===== src/sv/canseg_pkg.sv =====
// ----------------------------------------------------------------------------
// canseg_pkg
// Shared types and codes of the CAN segment reassembler.
// ----------------------------------------------------------------------------
package canseg_pkg;

	localparam int FRAME_ID_W   = 29;
	localparam int FRAME_LEN_W  = 4;
	localparam int DATA_W       = 64;
	localparam int TOTAL_W      = 7;
	localparam int CFG_INDEX_W  = 2;
	localparam int CFG_DATA_W   = 8;
	localparam int LANES        = 8;

	localparam logic [1:0] ROLE_NONE   = 2'd0;
	localparam logic [1:0] ROLE_FIRST  = 2'd1;
	localparam logic [1:0] ROLE_MIDDLE = 2'd2;
	localparam logic [1:0] ROLE_FINAL  = 2'd3;

	localparam logic [CFG_INDEX_W-1:0] CFG_STATION_ID = 2'd0;
	localparam logic [CFG_INDEX_W-1:0] CFG_HOST_MODE  = 2'd1;
	localparam logic [CFG_INDEX_W-1:0] CFG_FUNC_CODE  = 2'd2;

	localparam logic [FRAME_LEN_W-1:0] MAX_LEN = 4'd8;

	typedef struct packed {
		logic [FRAME_ID_W-1:0]  frame_id;
		logic [FRAME_LEN_W-1:0] frame_len;
		logic [DATA_W-1:0]      frame_data;
	} frame_t;

	typedef struct packed {
		logic [DATA_W-1:0]      msg_word;
		logic [FRAME_LEN_W-1:0] word_bytes;
		logic                   msg_last;
		logic [TOTAL_W-1:0]     msg_total;
	} msg_t;

	typedef enum logic [2:0] {
		ST_IDLE,
		ST_PROC,
		ST_READ,
		ST_LOAD,
		ST_OUT
	} state_t;

	typedef struct packed {
		logic load_frame;
		logic process;
		logic load_word;
		logic next_word;
	} cmd_t;

	typedef struct packed {
		logic emit;
		logic last;
	} sts_t;

endpackage


===== src/sv/can_segment_reassembler.sv =====
// ----------------------------------------------------------------------------
// can_segment_reassembler
// Filters received CAN extended frames and reassembles segmented messages,
// emitting each finished message as 8-byte words.
// Timing: an accepted frame is decoded and written to the buffer in the next
// cycle; a frame that gives no words then frees the intake again. Each word of
// a finished message takes a buffer read, an output load and a handshake, and
// the next word is read only after that handshake; msg_stall holds it.
// Reset clears configuration and message state; buffer contents are undefined.
// ----------------------------------------------------------------------------
module can_segment_reassembler import canseg_pkg::*; #(
	parameter int BUFFER_BYTES = 64
) (
	input  logic                   clk,
	input  logic                   arst_n,
	input  logic                   cfg_valid,
	output logic                   cfg_ready,
	input  logic [CFG_INDEX_W-1:0] cfg_index,
	input  logic [CFG_DATA_W-1:0]  cfg_data,
	input  logic                   frame_valid,
	output logic                   frame_stall,
	input  frame_t                 frame,
	output logic                   msg_valid,
	input  logic                   msg_stall,
	output msg_t                   msg
);

	cmd_t cmd;
	sts_t sts;

	assign cfg_ready = 1'b1;

	canseg_ctrl u_ctrl (
		.clk        (clk),
		.arst_n     (arst_n),
		.frame_valid(frame_valid),
		.frame_stall(frame_stall),
		.msg_valid  (msg_valid),
		.msg_stall  (msg_stall),
		.sts        (sts),
		.cmd        (cmd)
	);

	canseg_dp #(
		.BUFFER_BYTES(BUFFER_BYTES)
	) u_dp (
		.clk      (clk),
		.arst_n   (arst_n),
		.cfg_valid(cfg_valid && cfg_ready),
		.cfg_index(cfg_index),
		.cfg_data (cfg_data),
		.frame    (frame),
		.msg      (msg),
		.cmd      (cmd),
		.sts      (sts)
	);

	a_busy_after_accept: assert property (@(posedge clk) disable iff (!arst_n)
		frame_valid && !frame_stall |=> frame_stall)
		else $error("intake open in the cycle after a transaction");

	a_no_intake_while_out: assert property (@(posedge clk) disable iff (!arst_n)
		msg_valid |-> frame_stall)
		else $error("intake open while a word is presented");

	a_word_bytes_range: assert property (@(posedge clk) disable iff (!arst_n)
		msg_valid |-> msg.word_bytes <= 4'd8)
		else $error("word byte count above eight");

	a_full_inner_words: assert property (@(posedge clk) disable iff (!arst_n)
		msg_valid && !msg.msg_last |-> msg.word_bytes == 4'd8)
		else $error("partial word before the end of a message");

endmodule


===== src/sv/canseg_ram.sv =====
// ----------------------------------------------------------------------------
// canseg_ram
// Generic single-write, single-read RAM with registered read data.
// ----------------------------------------------------------------------------
module canseg_ram #(
	parameter int WIDTH  = 8,
	parameter int DEPTH  = 8,
	parameter int ADDR_W = (DEPTH > 1) ? $clog2(DEPTH) : 1
) (
	input  logic              clk,
	input  logic              we,
	input  logic [ADDR_W-1:0] waddr,
	input  logic [WIDTH-1:0]  wdata,
	input  logic [ADDR_W-1:0] raddr,
	output logic [WIDTH-1:0]  rdata
);

	logic [WIDTH-1:0] mem_q [DEPTH];

	always_ff @(posedge clk) begin
		if (we) begin
			mem_q[waddr] <= wdata;
		end
		rdata <= mem_q[raddr];
	end

endmodule


===== src/sv/canseg_ctrl.sv =====
// ----------------------------------------------------------------------------
// canseg_ctrl
// Sequencer: intake, frame processing and word-by-word message readout.
// ----------------------------------------------------------------------------
module canseg_ctrl import canseg_pkg::*; (
	input  logic clk,
	input  logic arst_n,
	input  logic frame_valid,
	output logic frame_stall,
	output logic msg_valid,
	input  logic msg_stall,
	input  sts_t sts,
	output cmd_t cmd
);

	state_t state_q;
	state_t state_d;

	always_ff @(posedge clk or negedge arst_n) begin
		if (!arst_n) begin
			state_q <= ST_IDLE;
		end else begin
			state_q <= state_d;
		end
	end

	always_comb begin
		state_d     = state_q;
		cmd         = '0;
		frame_stall = 1'b1;
		msg_valid   = 1'b0;
		case (state_q)
			ST_IDLE: begin
				frame_stall = 1'b0;
				if (frame_valid) begin
					cmd.load_frame = 1'b1;
					state_d        = ST_PROC;
				end
			end
			ST_PROC: begin
				cmd.process = 1'b1;
				state_d     = sts.emit ? ST_READ : ST_IDLE;
			end
			ST_READ: begin
				state_d = ST_LOAD;
			end
			ST_LOAD: begin
				cmd.load_word = 1'b1;
				state_d       = ST_OUT;
			end
			ST_OUT: begin
				msg_valid = 1'b1;
				if (!msg_stall) begin
					if (sts.last) begin
						state_d = ST_IDLE;
					end else begin
						cmd.next_word = 1'b1;
						state_d       = ST_READ;
					end
				end
			end
			default: begin
				state_d = ST_IDLE;
			end
		endcase
	end

endmodule


===== src/sv/canseg_dp.sv =====
// ----------------------------------------------------------------------------
// canseg_dp
// Datapath: configuration, frame decode, message state and byte-lane buffer.
// ----------------------------------------------------------------------------
module canseg_dp import canseg_pkg::*; #(
	parameter int BUFFER_BYTES = 64
) (
	input  logic                   clk,
	input  logic                   arst_n,
	input  logic                   cfg_valid,
	input  logic [CFG_INDEX_W-1:0] cfg_index,
	input  logic [CFG_DATA_W-1:0]  cfg_data,
	input  frame_t                 frame,
	output msg_t                   msg,
	input  cmd_t                   cmd,
	output sts_t                   sts
);

	localparam int CW   = $clog2(BUFFER_BYTES + 1);
	localparam int ROWS = (BUFFER_BYTES + LANES - 1) / LANES;
	localparam int RW   = (ROWS > 1) ? $clog2(ROWS) : 1;

	logic [7:0]    station_id_q;
	logic          host_mode_q;
	logic [3:0]    func_code_q;
	logic          in_progress_q;
	logic [7:0]    last_seq_q;
	logic [CW-1:0] byte_count_q;

	frame_t        frame_q;
	logic [CW-1:0] rem_q;
	logic [RW-1:0] word_q;
	msg_t          msg_q;

	logic [1:0]             role;
	logic [7:0]             seq;
	logic [FRAME_LEN_W-1:0] len;
	logic                   match;
	logic                   seq_ok;
	logic                   fit_ok;
	logic                   ok;
	logic                   wr_en;
	logic [CW-1:0]          wr_base;
	logic [CW:0]            sum;
	logic [CW-1:0]          total;
	logic [FRAME_LEN_W-1:0] word_n;
	logic [DATA_W-1:0]      rd_word;

	// total = remaining bytes plus bytes already sent in earlier words
	function automatic logic [CW+RW+3:0] total_hold(input logic [CW-1:0] rem,
		input logic [RW-1:0] row);
		total_hold = (CW + RW + 4)'(rem) + ((CW + RW + 4)'(row) << 3);
	endfunction

	always_comb begin
		role   = frame_q.frame_id[21:20];
		seq    = frame_q.frame_id[19:12];
		len    = (frame_q.frame_len > MAX_LEN) ? MAX_LEN : frame_q.frame_len;
		match  = (frame_q.frame_id[11:8] == func_code_q) &&
		         ((frame_q.frame_id[7:0] == station_id_q) || host_mode_q);
		seq_ok = ({1'b0, seq} == ({1'b0, last_seq_q} + 9'd1));
		sum    = {1'b0, byte_count_q} + (CW + 1)'(len);
		fit_ok = (sum <= (CW + 1)'(BUFFER_BYTES));
		ok     = in_progress_q && seq_ok && fit_ok;
		wr_en  = match && ((role == ROLE_NONE) || (role == ROLE_FIRST) || ok);
		if ((role == ROLE_NONE) || (role == ROLE_FIRST)) begin
			wr_base = '0;
			total   = CW'(len);
		end else begin
			wr_base = byte_count_q;
			total   = sum[CW-1:0];
		end
		sts.emit = match && ((role == ROLE_NONE) || ((role == ROLE_FINAL) && ok));
		sts.last = (rem_q <= CW'(LANES));
		word_n   = (rem_q > CW'(LANES)) ? MAX_LEN : rem_q[FRAME_LEN_W-1:0];
	end

	always_ff @(posedge clk or negedge arst_n) begin
		if (!arst_n) begin
			station_id_q  <= '0;
			host_mode_q   <= 1'b0;
			func_code_q   <= '0;
			in_progress_q <= 1'b0;
			last_seq_q    <= '0;
			byte_count_q  <= '0;
		end else begin
			if (cfg_valid) begin
				case (cfg_index)
					CFG_STATION_ID: station_id_q <= cfg_data;
					CFG_HOST_MODE:  host_mode_q  <= cfg_data[0];
					CFG_FUNC_CODE:  func_code_q  <= cfg_data[3:0];
					default: ;
				endcase
			end
			if (cmd.process && match) begin
				case (role)
					ROLE_FIRST: begin
						in_progress_q <= 1'b1;
						last_seq_q    <= seq;
						byte_count_q  <= CW'(len);
					end
					ROLE_MIDDLE: begin
						if (ok) begin
							last_seq_q   <= last_seq_q + 8'd1;
							byte_count_q <= sum[CW-1:0];
						end
					end
					ROLE_FINAL: begin
						if (ok) begin
							in_progress_q <= 1'b0;
							last_seq_q    <= '0;
							byte_count_q  <= '0;
						end
					end
					default: ;
				endcase
			end
		end
	end

	always_ff @(posedge clk) begin
		if (cmd.load_frame) begin
			frame_q <= frame;
		end
		if (cmd.process) begin
			rem_q  <= total;
			word_q <= '0;
		end else if (cmd.next_word) begin
			rem_q  <= rem_q - CW'(LANES);
			word_q <= word_q + RW'(1);
		end
		if (cmd.load_word) begin
			msg_q.msg_word   <= rd_word;
			msg_q.word_bytes <= word_n;
			msg_q.msg_last   <= sts.last;
			msg_q.msg_total  <= TOTAL_W'(total_hold(rem_q, word_q));
		end
	end

	for (genvar g = 0; g < LANES; g++) begin : g_lane
		logic [2:0]    pos;
		logic [CW:0]   addr;
		logic          we;
		logic [7:0]    rdata;

		always_comb begin
			pos  = 3'(g) - wr_base[2:0];
			addr = {1'b0, wr_base} + (CW + 1)'(pos);
			we   = cmd.process && wr_en && ({1'b0, pos} < len) &&
			       (addr < (CW + 1)'(BUFFER_BYTES));
		end

		assign rd_word[8*g +: 8] = (g < word_n) ? rdata : 8'd0;

		canseg_ram #(
			.WIDTH (8),
			.DEPTH (ROWS),
			.ADDR_W(RW)
		) u_ram (
			.clk  (clk),
			.we   (we),
			.waddr(RW'(addr >> 3)),
			.wdata(8'(frame_q.frame_data >> (8 * pos))),
			.raddr(word_q),
			.rdata(rdata)
		);
	end

	assign msg = msg_q;

endmodule


===== config.mk =====
export PLATFORM = sky130hd
export DESIGN_NAME = can_segment_reassembler
export DESIGN_NICKNAME = d
export VERILOG_FILES = /design/src/sv/canseg_pkg.sv /design/src/sv/can_segment_reassembler.sv /design/src/sv/canseg_ram.sv /design/src/sv/canseg_ctrl.sv /design/src/sv/canseg_dp.sv
export SDC_FILE = /design/constraint.sdc
export NUM_CORES = 1
export LEC_CHECK = 0
export ABC_AREA = 1
export BUFFER_PORTS_ARGS = -buffer_cell sky130_fd_sc_hd__buf_2
export CAP_MARGIN = 15
export CORE_MARGIN = 5
export CORE_UTILIZATION = 59
export CTS_BUF_LIST = sky130_fd_sc_hd__clkbuf_4
export CTS_CLUSTER_DIAMETER = 150
export CTS_CLUSTER_SIZE = 20
export DETAILED_ROUTE_END_ITERATION = 16
export PLACE_DENSITY = 0.83
export SYNTH_ARGS = -nofsm -noshare
export SYNTH_HDL_FRONTEND = slang
export SYNTH_SLANG_ARGS = --single-unit

===== constraint.sdc =====
create_clock -name clk -period 6.2 [get_ports clk]
set_input_delay 1.24 -clock clk [delete_from_list [all_inputs] [get_ports clk]]
set_output_delay 1.24 -clock clk [all_outputs]
set_load 0.02 [all_outputs]

==> results of run 1 <==
## cell type report
| type | instances | share of cell area |
|---|---|---|
| antenna | 3 | 0.0002116 |
| clock buffer | 79 | 0.01672 |
| clock inverter | 1 | 0.0004584 |
| inverter | 275 | 0.02941 |
| multi-input combinational | 1824 | 0.2514 |
| sequential | 784 | 0.6403 |
| tap | 756 | 0.02666 |
| timing repair buffer | 225 | 0.03477 |
## state kept, by name, summed over array words and instances (netlist names), 3 cells and up
register                 flops
u_dp.g_lane.u_ram.rdata     64
u_dp.g_lane.u_ram.mem_q    512
u_dp.last_seq_q              8
u_dp.msg                    76
u_dp.byte_count_q            7
u_dp.station_id_q            8
u_ctrl.state_q               3
u_dp.func_code_q             4
u_dp.word_q                  3
u_dp.rem_q                   7
u_dp.frame_q                90
## stage by stage
stage	area [µm²]	cells	power (mW)
2_1_floorplan	33280	3033	7.509
6_report	35480	3947	10.13
3_3_place_gp	34770	3852	8.090
4_1_cts	35380	3932	10.11
5_1_grt	35480	3946	10.55
3_5_place_dp	34770	3852	8.151
## critical path, stage by stage, from the launching register on
cell	delay, ps
edfxtp_1	360
buf_4	290
nand2_1	90
buf_4	240
ha_1	890
inv_1	150
ha_1	330
a21o_1	220
a21oi_1	140
nor2_1	50
nor3_1	500
nand4_2	260
nor2_1	650
## routing by layer
| metal | vias up | share of wire | wire (µm) |
|---|---|---|---|
| met4 | 4 | 0.028 | 2080 |
| met5 | - | 0.00036 | 27 |
| met1 | 10650 | 0.40 | 29830 |
| met3 | 146 | 0.096 | 7180 |
| met2 | 1170 | 0.48 | 35410 |
| li1 | 10630 | - | - |
## placed cells by master (no fill, tap or decap), drive strengths merged
cell type / n
a211oi: 1
a21o: 4
a21oi: 26
a221oi: 1
a31oi: 65
buf: 213
clkbuf: 91
clkinv: 4
conb: 1
dfrtp: 32
dfxtp: 67
diode: 3
edfxtp: 685
fa: 2
ha: 37
inv: 272
mux2: 4
nand2: 420
nand3: 38
nand3b: 1
nand4: 26
nor2: 593
nor3: 6
o211ai: 1
o21a: 67
o21ai: 419
o21bai: 4
o22ai: 77
o32ai: 2
or2: 1
xnor2: 7
xor2: 21
## cells by family (layout without fill, tap and decap cells)
logic type,count (synthesis),after routing
multiplexers,4,4
AND/OR/NAND/NOR,1085,1085
adder cells (fa/ha/maj),39,39
other,1,4
buffers and inverters,425,580
AO/OA/AOI/OAI,667,667
XOR/XNOR,28,28
flip-flops,784,784
## cell usage after synthesis (all sizes together), types with 4 or more instances
master    n  share of area
a21o      4        0.00090
a21oi    26         0.0041
a31oi    65          0.012
buf      45         0.0070
clkbuf  105          0.012
dfrtp    32          0.024
dfxtp    67          0.040
edfxtp  685           0.62
ha       37          0.014
inv     274          0.031
mux2      4         0.0014
nand2   420          0.048
nand3    38         0.0062
nand4    26         0.0073
nor2    593          0.068
nor3      6         0.0014
o21a     67          0.015
o21ai   419          0.063
o21bai    4        0.00090
o22ai    77          0.014
xnor2     7         0.0018
xor2     21         0.0055
## power groups by stage
stage / clock network, mW / logic [mW] / registers (mW)
6_report: 2.04 / 1.70 / 6.39
4_1_cts: 2.07 / 1.65 / 6.39
5_1_grt: 2.26 / 1.88 / 6.42
3_3_place_gp: 0 / 1.59 / 6.50
2_1_floorplan: 0 / 1.04 / 6.47
3_5_place_dp: 0 / 1.64 / 6.51
## final timing paths
kind	end	slack, ps	from
worst max-delay path	u_dp.g_lane[6].u_ram.mem_q[3][2]	1630	u_dp.frame_q[89]
worst min-delay path	u_dp.byte_count_q[2]	380	arst_n
worst max register to register	u_dp.g_lane[6].u_ram.mem_q[3][2]	1630	u_dp.frame_q[89]
worst min register to register	u_dp.msg[49]	460	u_dp.g_lane[4].u_ram.rdata[5]
max in group asynchronous	u_dp.in_progress_q	5320	arst_n
min in group clk	u_dp.msg[49]	460	u_dp.g_lane[4].u_ram.rdata[5]
==> results.py, run 1 <==
metrics = {
    "detailed_routing": {
        "drt_drc_violations_left": 0,
        "dr.pass1.iters": 7,
        "wl_per_cell_um": 18.88,
        "vias": 22590,
        "viasPerCell": 5.724,
        "routed_wirelength_mm": 74.53,
        "drt_iter0_markers": 2586,
        "final_antenna_net_count": 0,
    },
    "final_layout": {
        "multi_input_area_um2": 8921,
        "seq_area_um2": 22720,
        "drive_gt1_frac": 0.1117,
        "area_growth_syn_to_layout_pct": 6.601,
        "final_util": 0.6317,
        "fin_nets": 3306,
        "fillers": 4282,
    },
    "global_route": {
        "grt_use_met3": 0.03640,
        "grt_usage": 0.2379,
        "grt_pass1_wl_mm": 114.4,
        "grt_max_degree": 163,
        "grt-ovfl-total": 0,
        "top_usage_layer": "met2",
        "grt_pass1_vias": 21070,
        "grt.met1_usage": 0.3365,
        "grt.met2_usage": 0.3874,
        "antenna_found_initial": 5,
    },
    "power_and_ir_drop": {
        "swShare": 0.2818,
        "pwr-share-comb": 0.168,
        "power_density_nw_per_um2": 285.6,
        "power_frac_seq": 0.631,
        "power_switching_mw": 2.855,
        "ir_drop_v": 0.0002307,
        "pwr-share-clk": 0.201,
        "power.leakage_nw": 13.65,
        "p_int_mw": 7.277,
    },
    "floorplanning": {
        "core_um2": 56170,
        "start_util": 0.5926,
        "num_rows": 87,
        "ioPinCount": 191,
        "die_area_um2": 61260,
        "die_h_um": 247.5,
        "die_x_um": 247.5,
    },
    "clock_network": {
        "root_buffer": "clkbuf_4",
        "cts_tree": "done",
        "hold_buffers": 0,
        "clock-sinks": 784,
        "cts_setup_buffers": 0,
        "cts_resized": 0,
        "path_clk_slew_ps": 210,
        "clock_latency_ps": 900,
        "htree_levels": 2,
        "cts_made_buffers": 45,
        "cts_buffer_depth": 3,
    },
    "worst_setup_path": {
        "cp_max_fo": 38,
        "cp.required_ps": 6700,
        "end_kind": "register",
        "crit_arrival_ps": 5070,
        "timing_worst_setup_path_type": "reg2reg",
        "cp-start-kind": "register",
        "reg2reg_depth": 12,
    },
    "timing": {
        "timing.hold.ws_ps": 381.7,
        "max_freq_mhz": 218.7,
        "fin_ws_ps": 1628,
        "finalClockSkew_ps": 80.67,
        "finalSetupViolCount": 0,
        "relSlewSlack": 0.1631,
        "final.min_clock_period_ps": 4572,
        "tns_ps": 0,
        "slew_violations": 0,
        "hold_viol_final": 0,
        "rsz0062_at_grt": "no",
        "tightest_slew_ps": 1242,
        "finalCritPeriodShare": 0.7375,
    },
    "logic_synthesis": {
        "yosysWarnings": 0,
        "ys_seq_area_frac": 0.6824,
        "synth.avg_cell_area_um2": 10.97,
        "netlist_area_um2": 33280,
        "synth_top_family_by_area": "simple AND/OR/NAND/NOR gates",
        "synth_fa_ha_area_frac": 0.01511,
        "ys_seq_elements": 784,
        "synthFlopType": "edfxtp_1",
        "synthArstFlopShare": 0.04082,
        "syn_inst": 3033,
        "yosys.area_share.simple": 0.1315,
        "syn_nets": 3184,
        "synth_xor_area_frac": 0.007368,
        "synth_edf_count": 685,
        "synth.distinct_cells": 48,
        "synthMuxAreaShare": 0.001353,
        "synth_compound_area_frac": 0.1123,
    },
    "min_path": {
        "hp-class": "in2async",
    },
    "place": {
        "place_ws_ps": 1773,
        "portBuffers": 182,
        "place_hpwl_mm": 51.11,
        "gp_congestion": 0.9720,
    },
    "run_status": {
        "outcome": "completed",
    },
    "run": {
        "cap_violations": 0,
    },
}
Power figures use the tool's default switching activity.
==> inputs of run 2 (changes only) <==
- ABC_AREA: 1 -> 0
- clock period: 6.2 -> 4.5 ns (I/O delays scaled with it)
==> run 2 against run 1 <==
  * Maximum frequency increased by 8.2%
  * Total power increased by 31%
  * Synthesized cell count decreased by 35%
  * Largest cell class unchanged
==> results.py, run 2 <==
metrics = {
    "worst_setup_path": {
        "critPathMaxStageDelay_ps": 500,
        "rrSetupSlack_ps": 270,
        "crit_top_cell": "buf_4",
        "worstPathCellList": "buf_4 > nand2b_1 > fa_1 > nand2b_1 > a21oi_1 > xnor2_1 > a41o_2 > a31o_4 > nand2_2 > buf_4 > nor4_1 > buf_4",
        "regToRegStartpoint": "u_dp.frame_q[67]",
        "crit_path_top_delay_cell": "fa_1",
        "reg2reg_depth": 12,
        "cp.required_ps": 5100,
        "end_kind": "register",
        "cp-start-kind": "register",
        "timing_worst_setup_path_type": "reg2reg",
        "cp_max_fo": 33,
        "r2r-end": "u_dp.g_lane[1].u_ram.mem_q[3][3]",
        "crit_arrival_ps": 4830,
    },
    "floorplanning": {
        "die_area_um2": 60510,
        "num_rows": 86,
        "start_util": 0.5964,
        "die_x_um": 246.0,
        "die_h_um": 246.0,
        "ioPinCount": 191,
        "core_um2": 55090,
    },
    "clock_network": {
        "cts_made_buffers": 45,
        "path_clk_slew_ps": 240,
        "clock-sinks": 784,
        "hold_buffers": 1,
        "root_buffer": "clkbuf_4",
        "cts_tree": "done",
        "clock_latency_ps": 900,
        "cts_resized": 0,
        "cts_buffer_depth": 3,
        "htree_levels": 2,
        "cts_setup_buffers": 0,
    },
    "logic_synthesis": {
        "ys_seq_elements": 784,
        "ys_top_cells_by_area": "edfxtp_1 63%, mux4_2 11%, dfxtp_1 4.1%",
        "synth_top_area_frac": 0.6261,
        "synthFlopType": "edfxtp_1",
        "synth_fa_ha_area_frac": 0.01531,
        "netlist_area_um2": 32860,
        "syn_nets": 2118,
        "synth_edf_count": 685,
        "syn_inst": 1967,
        "synthArstFlopShare": 0.04082,
        "yosys.area_share.simple": 0.07453,
        "yosys.area.top_type": "edfxtp_1",
        "synth_compound_area_frac": 0.02799,
        "yosysMostFrequentCell": "edfxtp_1",
        "synth.avg_cell_area_um2": 16.70,
        "yosysWarnings": 0,
        "synth_xor_area_frac": 0.01493,
        "synth_top_family_by_area": "multiplexers",
        "synthMuxAreaShare": 0.1590,
        "ys_top_cells_by_count": "685 x edfxtp_1, 215 x nand2_1, 160 x mux4_2",
        "ys_seq_area_frac": 0.6913,
        "synth.distinct_cells": 72,
    },
    "detailed_routing": {
        "vias": 18440,
        "drt_iter0_markers": 2111,
        "wl_per_cell_um": 24.12,
        "routed_wirelength_mm": 71.91,
        "final_antenna_net_count": 0,
        "dr.pass1.iters": 6,
        "drt_drc_violations_left": 0,
        "viasPerCell": 6.185,
    },
    "final_layout": {
        "area_growth_syn_to_layout_pct": 8.831,
        "drive_gt1_frac": 0.2845,
        "mostFrequentLayoutCell": "edfxtp_1",
        "fin_cells": 2982,
        "multi_input_area_um2": 9605,
        "reg_top3": "u_dp.g_lane.u_ram.mem_q (512), u_dp.frame_q (90), u_dp.msg (76)",
        "seq_area_um2": 22720,
        "regMostFlops": "u_dp.g_lane.u_ram.mem_q",
        "fin_nets": 2347,
        "mostFrequentLayoutCells": "685 x edfxtp_1, 214 x nand2_1, 186 x buf_2",
        "largest_reg_flops": 512,
        "fillers": 3810,
    },
    "min_path": {
        "hp-class": "in2reg",
        "worstHoldStart": "frame[13]",
        "min_delay_path_depth": 1,
        "hold_path_end": "u_dp.frame_q[13]",
    },
    "run": {
        "cap_violations": 0,
    },
    "timing": {
        "finalClockSkew_ps": 70.94,
        "finalSetupViolCount": 0,
        "rsz0062_at_grt": "no",
        "final.min_clock_period_ps": 4226,
        "max_freq_mhz": 236.6,
        "hold_viol_final": 0,
        "slew_violations": 0,
        "relSlewSlack": 0.2622,
        "finalCritPeriodShare": 0.9391,
        "tightest_slew_ps": 1098,
    },
    "power_and_ir_drop": {
        "total_power_mw": 13.31,
        "pwr-share-clk": 0.218,
        "power_frac_seq": 0.636,
        "p_int_mw": 9.819,
        "power.leakage_nw": 12.25,
        "ir_drop_v": 0.0003012,
        "pwr-share-comb": 0.146,
        "power_density_nw_per_um2": 372.2,
        "swShare": 0.2621,
        "power_switching_mw": 3.488,
    },
    "global_route": {
        "grt_pass1_wl_mm": 109.7,
        "grt-ovfl-total": 0,
        "grt_pass1_vias": 18300,
        "grt_usage": 0.2375,
        "antenna_found_initial": 2,
        "grt_max_degree": 107,
    },
    "place": {
        "portBuffers": 182,
        "dp_cells": 2890,
        "gp_congestion": 0.9297,
        "place_hpwl_mm": 51.82,
    },
    "run_status": {
        "outcome": "completed",
    },
}
## run 2: layout make-up
type	instances	share of cell area
inverter	35	0.003674
timing repair buffer	282	0.04766
clock inverter	2	0.001295
sequential	784	0.6354
clock buffer	81	0.01701
antenna	2	0.0001400
tap	748	0.02617
multi-input combinational	1048	0.2686
## run 2: power groups by stage
stage,combinational [mW],clock [mW],sequential (mW)
final,1.94,2.89,8.47
after global placement,1.81,0,8.62
after global routing,2.08,3.24,8.48
after CTS,1.91,2.96,8.47
after detailed placement,1.90,0,8.63
after floorplan,1.20,0,8.59
## run 2: cell families after synthesis
group / Yosys count
adder cells (fa/ha/maj): 39
AO/OA/AOI/OAI: 140
XOR/XNOR: 56
AND/OR/NAND/NOR: 501
buffers and inverters: 135
multiplexers: 311
other: 1
flip-flops: 784
## run 2: worst max-delay path by stage
stage,from,end,slack (ps),cells past startpoint
after floorplan,u_dp.byte_count_q[0],u_dp.g_lane[6].u_ram.mem_q[7][0],-70,12
after global placement,u_dp.frame_q[67],u_dp.g_lane[5].u_ram.mem_q[4][3],340,10
after detailed placement,u_dp.frame_q[67],u_dp.g_lane[5].u_ram.mem_q[5][3],220,10
after CTS,u_dp.frame_q[67],u_dp.g_lane[5].u_ram.mem_q[5][6],140,10
after global routing,u_dp.frame_q[67],u_dp.g_lane[1].u_ram.mem_q[2][2],120,12
final,u_dp.frame_q[67],u_dp.g_lane[1].u_ram.mem_q[3][3],270,12
## run 2: per-layer routing
layer  global-route usage  routed length (µm)
met5                    0                   0
met4              0.05940                1896
met3              0.04133                6286
met2               0.3919               35580
met1               0.3371               28150
## run 2: worst max-delay path: cells and delay by family, from the launching register on
kind	cells	cell delay [ps]
simple gates	4	1200
buf+inv	3	790
compound gates	3	760
fa+ha+maj	1	500
flops	1	430
xor+xnor	1	200
## run 2: stage by stage
step                setup slack (ps)  utilization  setup TNS (ps)  hold WS [ps]  cell area (µm²)
finish                         273.9       0.6490               0         154.3            35760
global route                   124.5       0.6490               0         81.75            35760
global placement               342.2       0.6361               0         479.8            35040
floorplan                     -69.23            -           -8861         460.6            32860
detailed placement             219.1       0.6362               0         489.4            35050
CTS                            143.8       0.6483               0         77.41            35720
